## src/rtl/core/matrix_multiply_engine_unit_macros.svh

```systemverilog
// ----------------------------------------------------------------------------
// Assertion macros for the matrix multiply engine
// Concurrent checks, compiled out for synthesis.
// ----------------------------------------------------------------------------
`ifndef MATRIX_MULTIPLY_ENGINE_UNIT_MACROS_SVH
`define MATRIX_MULTIPLY_ENGINE_UNIT_MACROS_SVH

`ifndef SYNTHESIS

// antecedent implies consequent in the same cycle
`define MME_ASSERT_NOW(lbl, clk, rst_n, ante, cons) \
    lbl: assert property (@(posedge clk) disable iff (!rst_n) (ante) |-> (cons)) \
        else $error("mme assertion failed");

// antecedent implies consequent in the next cycle
`define MME_ASSERT_NEXT(lbl, clk, rst_n, ante, cons) \
    lbl: assert property (@(posedge clk) disable iff (!rst_n) (ante) |=> (cons)) \
        else $error("mme assertion failed");

`else

`define MME_ASSERT_NOW(lbl, clk, rst_n, ante, cons)
`define MME_ASSERT_NEXT(lbl, clk, rst_n, ante, cons)

`endif

`endif

```

## src/rtl/core/mme_pkg.sv

```systemverilog
// ----------------------------------------------------------------------------
// mme_pkg
// Shared types and constants of the matrix multiply engine.
// ----------------------------------------------------------------------------
package mme_pkg;

    localparam int KIND_W  = 2;
    localparam int IDX_W   = 4;
    localparam int ELEM_W  = 16;
    localparam int MUL_W   = 2 * ELEM_W;
    localparam int PROD_W  = 38;
    localparam int ORDER_W = 5;

    localparam logic [ORDER_W-1:0] ORDER_RESET = 5'd16;

    // item kinds; the fourth code is ignored
    typedef enum logic [KIND_W-1:0] {
        KIND_WR_A  = 2'd0,
        KIND_WR_B  = 2'd1,
        KIND_QUERY = 2'd2
    } t_kind;

    // control travelling with the memory read data
    typedef struct packed {
        logic valid;
        logic last;
    } t_mac_ctl;

endpackage

```

## src/rtl/core/mme_mac.sv

```systemverilog
// ----------------------------------------------------------------------------
// mme_mac
// Multiply-accumulate: registered Q2.30 product of Q1.15 operands, then Q8.30 accumulator.
// ----------------------------------------------------------------------------
module mme_mac (
    input  logic                              i_clk,
    input  logic                              i_rst_n,
    input  logic                              i_clear,
    input  mme_pkg::t_mac_ctl                 i_ctl,
    input  logic signed [mme_pkg::ELEM_W-1:0] i_a,
    input  logic signed [mme_pkg::ELEM_W-1:0] i_b,
    output logic signed [mme_pkg::PROD_W-1:0] o_acc,
    output logic                              o_done
);

    logic signed [mme_pkg::MUL_W-1:0]  r_prod;
    logic signed [mme_pkg::PROD_W-1:0] r_acc;
    mme_pkg::t_mac_ctl                 r_pctl;
    logic                              r_done;

    // control pipeline
    always_ff @(posedge i_clk) begin
        if (!i_rst_n) begin
            r_pctl <= '0;
            r_done <= 1'b0;
        end else begin
            r_pctl <= i_ctl;
            r_done <= r_pctl.valid && r_pctl.last;
        end
    end

    // product stage
    always_ff @(posedge i_clk) begin
        r_prod <= i_a * i_b;
    end

    // accumulate stage, cleared as a query starts
    always_ff @(posedge i_clk) begin
        if (i_clear) begin
            r_acc <= '0;
        end else if (r_pctl.valid) begin
            r_acc <= r_acc + mme_pkg::PROD_W'(r_prod);
        end
    end

    assign o_acc  = r_acc;
    assign o_done = r_done;

endmodule

```

## config.mk

```make
export PLATFORM = sky130hd
export DESIGN_NAME = mme_mac
export DESIGN_NICKNAME = d
export VERILOG_FILES = /design/src/rtl/core/matrix_multiply_engine_unit_macros.svh /design/src/rtl/core/mme_pkg.sv /design/src/rtl/core/mme_mac.sv
export SDC_FILE = /design/constraint.sdc
export NUM_CORES = 1
export LEC_CHECK = 0
export ABC_AREA = 1
export BUFFER_PORTS_ARGS = -buffer_cell sky130_fd_sc_hd__buf_2
export CAP_MARGIN = 20
export CELL_PAD_IN_SITES_DETAIL_PLACEMENT = 0
export CELL_PAD_IN_SITES_GLOBAL_PLACEMENT = 2
export CORE_MARGIN = 3
export CORE_UTILIZATION = 41
export DETAILED_ROUTE_END_ITERATION = 10
export PLACE_DENSITY_LB_ADDON = 0.1
export SLEW_MARGIN = 15
export SYNTH_ARGS = -nofsm -noshare
export SYNTH_HDL_FRONTEND = slang
export SYNTH_SLANG_ARGS = --single-unit
```

## constraint.sdc

```tcl
create_clock -name i_clk -period 18.6 [get_ports i_clk]
set_input_delay 4.65 -clock i_clk [delete_from_list [all_inputs] [get_ports i_clk]]
set_output_delay 4.65 -clock i_clk [all_outputs]
set_load 0.05 [all_outputs]
```

==> impl_metrics.csv, run 1 <==
group,metric,value,unit
cells_and_area,regArea,0.00146,mm^2
cells_and_area,fillerInstances,3754,
job,cap_violations,0,
critical_path,crit_required,18.83,ns
placement,dpl_worst_slack,8.38,ns
critical_path,rr_worst_depth,13,
die,dieArea,0.0392,mm^2
critical_path,r2r_slack,15.98,ns
sta,slew_headroom,56.6,%
critical_path,cp-start-kind,"input port",
clocking,cts_setup_buffers,0,
die,die_w,198,um
cells_and_area,drive_above_1_share,6.21,%
logic_synthesis,synthCells,2072,
critical_path,r2r-end,"o_acc[26]",
sta,worstMarginPinSlew,0.651,ns
logic_synthesis,synthesis.area,0.0151,mm^2
placement,io_buffers,75,
die,core_region_area,0.0359,mm^2
hold_path,min_from,"r_pctl[0]",
clocking,path_clk_slew,0.06,ns
sta,period_needed,9.81,ns
logic_synthesis,yosys_most_used_dff,"dfxtp_1",
critical_path,crit_fanout,16,
die,num_rows,69,
logic_synthesis,syn-num-nets,2491,
clocking,clock-root-buffer,"clkbuf_16",
die,ios,76,
critical_path,crit_type,"in -> reg",
global_routing,grt_pass1_vias,12900,
sta,setup_viol_count_final,0,
die,initial_core_util,42.1,%
sta,rsz0062_at_grt,"false",
sta,fin_worst_skew,0.00697,ns
route,vias_per_cell,4.70,
cells_and_area,final_cell_mix,"inv_1, nand2_1, fa_1",
global_routing,grt_pass1_wl,67900,um
clocking,numCtsBuffers,9,
logic_synthesis,avgSynthCellArea,7.30,um^2
cells_and_area,layout.nets,2508,
route,drt_iter0_drc,436,
cells_and_area,layout_commonest_cell,"inv_1",
clocking,cts_max_level,3,
route,routed_wl,41500,um
sta,fin_setup_tns,0,ns
hold_path,min_to,"o_done",
global_routing,track_usage,22.0,%
clocking,cts_buffer_depth,2,
sta,maxSlewViolCount,0,
logic_synthesis,ys_seq_elements,73,
placement,place.gp.congestion,0.867,
placement,dp_hpwl,35800,um
sta,timing.fmax,102,MHz
clocking,cts_tree,"built",
route,ant_nets,0,
cells_and_area,multi_input_area,0.0113,mm^2
hold_path,hp-class,"reg -> reg",
route,vias,12000,
logic_synthesis,synth_seq_area_share,9.67,%
clocking,clock_latency,0.34,ns
logic_synthesis,synth_cell_types,37,
clocking,cts_sinks,73,
hold_path,hold_depth,1,
cells_and_area,syn_to_final_growth,6.73,%
critical_path,r2r_start,"o_acc[0]",
global_routing,grt_start_max_net_pins,40,
global_routing,antenna_found_initial,1,
critical_path,cp-end-kind,"flop",
logic_synthesis,async_flop_share,0,%
critical_path,worst_ep_arrival_time,10.04,ns
sta,fin_ws,8.79,ns
die,die_h,198,um
clocking,postCtsHoldBufs,0,
route,wire_per_inst,16.2,um
global_routing,grt-ovfl-total,0,
clocking,postCtsResizedCells,0,
logic_synthesis,synth_edf_count,0,
outcome,outcome,"finished clean",
route,drc_errors,0,
sta,hold_viol,0,
route,dr.pass1.iters,8,
logic_synthesis,yosysWarnings,0,
sta,period_share,52.7,%
layout make-up:
cell class / instances / share of cell area, %
clock buffers: 11 / 1.57
diodes: 1 / 0.0155
repair buffers: 77 / 2.42
flip-flops and latches: 73 / 9.07
inverters: 548 / 12.7
well taps: 461 / 3.58
clock inverters: 5 / 0.388
multi-input cells: 1380 / 70.2
state kept, by name, indices dropped and copies added, names as in the netlist:
register,count
r_pctl,2
o_acc,38
r_prod,32
o_done,1
kinds of logic (layout without fill, tap and decap cells):
kind of cell    after synthesis  after routing  share of synthesized area [%]
flops                        73             73                           9.67
compound gates              176            176                           6.71
buf+inv                     619            641                           15.4
fa+ha+maj                   382            382                           44.7
simple gates                769            769                           20.5
other cells                   0              1                              0
xor+xnor                     53             53                           3.07
routing by layer:
metal / track usage (%) / vias up / part of all wire (%)
li1: - / 6081 / -
met1: 28.9 / 5752 / 46
met2: 39.8 / 144 / 50
met3: 1.14 / 46 / 1.7
met4: 5.64 / 0 / 2.1
met5: 0 / - / 0
critical path: stages:
cell and delay [ns]:
buf_2 0.31, nand2_1 0.16, inv_1 0.14, fa_1 0.53, fa_1 0.80, inv_1 0.15, fa_1 0.50, inv_1 0.06
fa_1 0.55, fa_1 0.43, fa_1 0.44, ha_1 0.35, a21oi_1 0.25, o21ai_0 0.16, a21oi_1 0.19, nand3_1 0.18
xor2_1 0.18
cells in the mapped netlist (all sizes together), types with 2 or more instances:
library cell | n | share of area [%]
nor4 | 2 | 0.083
a21o | 11 | 0.55
nand4 | 18 | 0.74
a21boi | 3 | 0.17
o221ai | 4 | 0.23
nand3 | 51 | 1.7
dfxtp | 73 | 9.7
buf | 2 | 0.066
fa | 263 | 35
nand2 | 491 | 12
a31oi | 3 | 0.12
inv | 548 | 14
nor3 | 6 | 0.33
xor2 | 37 | 2.1
o21bai | 16 | 0.84
a21oi | 79 | 2.8
clkbuf | 69 | 1.7
o21ai | 59 | 2.0
nor2 | 191 | 4.8
ha | 119 | 9.8
or2 | 7 | 0.29
xnor2 | 16 | 0.93
worst max-delay path by stage:
stage,from,endpoint,depth (start not counted)
2_1_floorplan,i_b[3],r_prod[31],22
4_1_cts,i_b[1],r_prod[27],17
5_1_grt,i_b[1],r_prod[31],23
3_5_place_dp,i_b[1],r_prod[27],17
3_3_place_gp,i_b[1],r_prod[27],17
6_report,i_b[1],r_prod[27],17
through the flow:
step | area (um^2) | hold slack, ns | cells | util [%]
2_1_floorplan | 15100 | 0.437 | 2072 | -
3_3_place_gp | 15800 | 0.443 | 2539 | 44.0
3_5_place_dp | 15800 | 0.448 | 2539 | 44.0
4_1_cts | 16100 | 0.462 | 2555 | 44.9
5_1_grt | 16100 | 0.477 | 2556 | 44.9
6_report | 16100 | 0.460 | 2556 | 44.9
Power of run 1 is not shown: default switching activity piles up to over one toggle a cycle in this logic, so the estimate is an artifact.
==> run 2: changes to the inputs <==
CORE_UTILIZATION = 34   (was 41)
clock period = 8.1 ns   (was 18.6 ns; I/O delays follow)
==> run 2 against run 1 <==
Compared with the run above:
- hold slack improved by 0.00098 ns
- clock skew grew 0.0043 ns
- register-to-register slack lost 11 ns
- global-route usage down 2.5 points
- sequential share of layout area decreased by 0.097 points
- core utilization fell by 7.4 points
- die area rose by 20%
- first-iteration DRC count is 8.3% higher
- worst setup slack worse by 8.0 ns
- critical path type unchanged
- critical endpoint unchanged
- highest routed layer unchanged
==> impl_metrics.csv, run 2 (synthesis results as in run 1) <==
group,metric,value,unit
critical_path,cp-end-kind,"flop",
clocking,numCtsBuffers,9,
critical_path,worst_ep_arrival_time,7.63,ns
sta,worstMarginPinSlew,0.566,ns
critical_path,cp-start-kind,"input port",
sta,fin_ws,0.749,ns
placement,io_buffers,75,
cells_and_area,drive_above_1_share,6.34,%
cells_and_area,diodes,0,
route,drc_errors,0,
clocking,path_clk_slew,0.06,ns
route,dr_wl_met2,22100,um
placement,dp_hpwl,38100,um
sta,hold_viol,0,
outcome,outcome,"finished clean",
placement,placed_area,0.0160,mm^2
route,wl_met3,581,um
clocking,postCtsResizedCells,0,
global_routing,antenna_found_initial,0,
route,wire_per_inst,16.4,um
critical_path,rr_worst_depth,13,
route,vias,12100,
global_routing,grt_start_max_net_pins,37,
route,ant_nets,0,
global_routing,grt-ovfl-total,0,
sta,rsz0062_at_grt,"false",
cells_and_area,layout_commonest_cell,"inv_1",
route,vias_per_cell,4.51,
placement,dpl_worst_slack,0.355,ns
die,initial_core_util,34.8,%
clocking,postCtsHoldBufs,0,
clocking,cts_tree,"built",
critical_path,crit_type,"in -> reg",
cells_and_area,post-route-cell-area,0.0163,mm^2
clocking,cts_max_level,3,
job,cap_violations,0,
route,met1_length,20300,um
die,dieArea,0.0470,mm^2
critical_path,crit_fanout,16,
sta,period_needed,7.35,ns
sta,maxSlewViolCount,0,
clocking,clock-root-buffer,"clkbuf_16",
cells_and_area,layout.nets,2513,
clocking,cts_buffer_depth,2,
critical_path,crit_required,8.38,ns
cells_and_area,largest_register_ffs,38,
route,top_layer,"met4",
sta,period_share,90.8,%
sta,slew_headroom,62.2,%
die,num_rows,76,
cells_and_area,syn_to_final_growth,7.88,%
hold_path,hold_depth,1,
sta,timing.fmax,136,MHz
global_routing,grt_pass1_wl,71800,um
route,dr.pass1.iters,5,
route,drt_iter0_drc,472,
sta,setup_viol_count_final,0,
clocking,cts_sinks,73,
clocking,clock_latency,0.36,ns
cells_and_area,utilization,37.5,%
route,routed_wl,43900,um
clocking,cts_setup_buffers,0,
die,die_h,217,um
placement,place.gp.congestion,0.847,
global_routing,track_usage,19.5,%
sta,fin_worst_skew,0.0112,ns
die,ios,76,
die,core_region_area,0.0435,mm^2
die,die_w,217,um
sta,fin_setup_tns,0,ns
global_routing,grt_pass1_vias,13000,
hold_path,hp-class,"reg -> reg",
cells_and_area,final_cell_mix,"inv_1, nand2_1, fa_1",
## run 2: final cells by class
| class | count | area [um^2] |
|---|---|---|
| Fill cell | 4812 | 27100 |
| Multi-Input combinational cell | 1380 | 11300 |
| Inverter | 548 | 2060 |
| Sequential cell | 73 | 1460 |
| Tap cell | 585 | 732 |
| Timing Repair Buffer | 82 | 428 |
| Clock buffer | 12 | 246 |
| Clock inverter | 4 | 52.6 |
## run 2: path summary, 6_finish.rpt
check,start,end,slack (ns)
worst max-delay path,i_b[1],r_prod[27],0.75
worst min-delay path,r_pctl[0],o_done,0.46
worst max register to register,r_prod[0],o_acc[30],5.41
worst min register to register,r_pctl[0],o_done,0.46
## run 2: critical path: stages
cell     delay [ns]
buf_2          0.31
nand2_1        0.16
inv_1          0.14
fa_1           0.54
fa_1           0.81
inv_1          0.15
fa_1           0.50
inv_1          0.05
fa_1           0.55
fa_1           0.43
fa_1           0.44
ha_1           0.38
nand2_1        0.13
nor2_1         0.17
inv_1          0.07
nor2_1         0.23
o21ai_0        0.14
nand3_1        0.19
xor2_1         0.20
## run 2: through the flow
step / hold WS [ns] / instances
2_1_floorplan: 0.437 / 2072
3_3_place_gp: 0.442 / 2668
3_5_place_dp: 0.445 / 2668
4_1_cts: 0.459 / 2684
5_1_grt: 0.470 / 2684
6_report: 0.461 / 2684
## run 2: per-layer routing
layer	vias up	global-route usage, %
met5	-	0
met4	0	4.59
met1	5878	25.3
met3	38	1.34
met2	92	35.4
li1	6092	-
Power of run 2 is left out for the same reason.
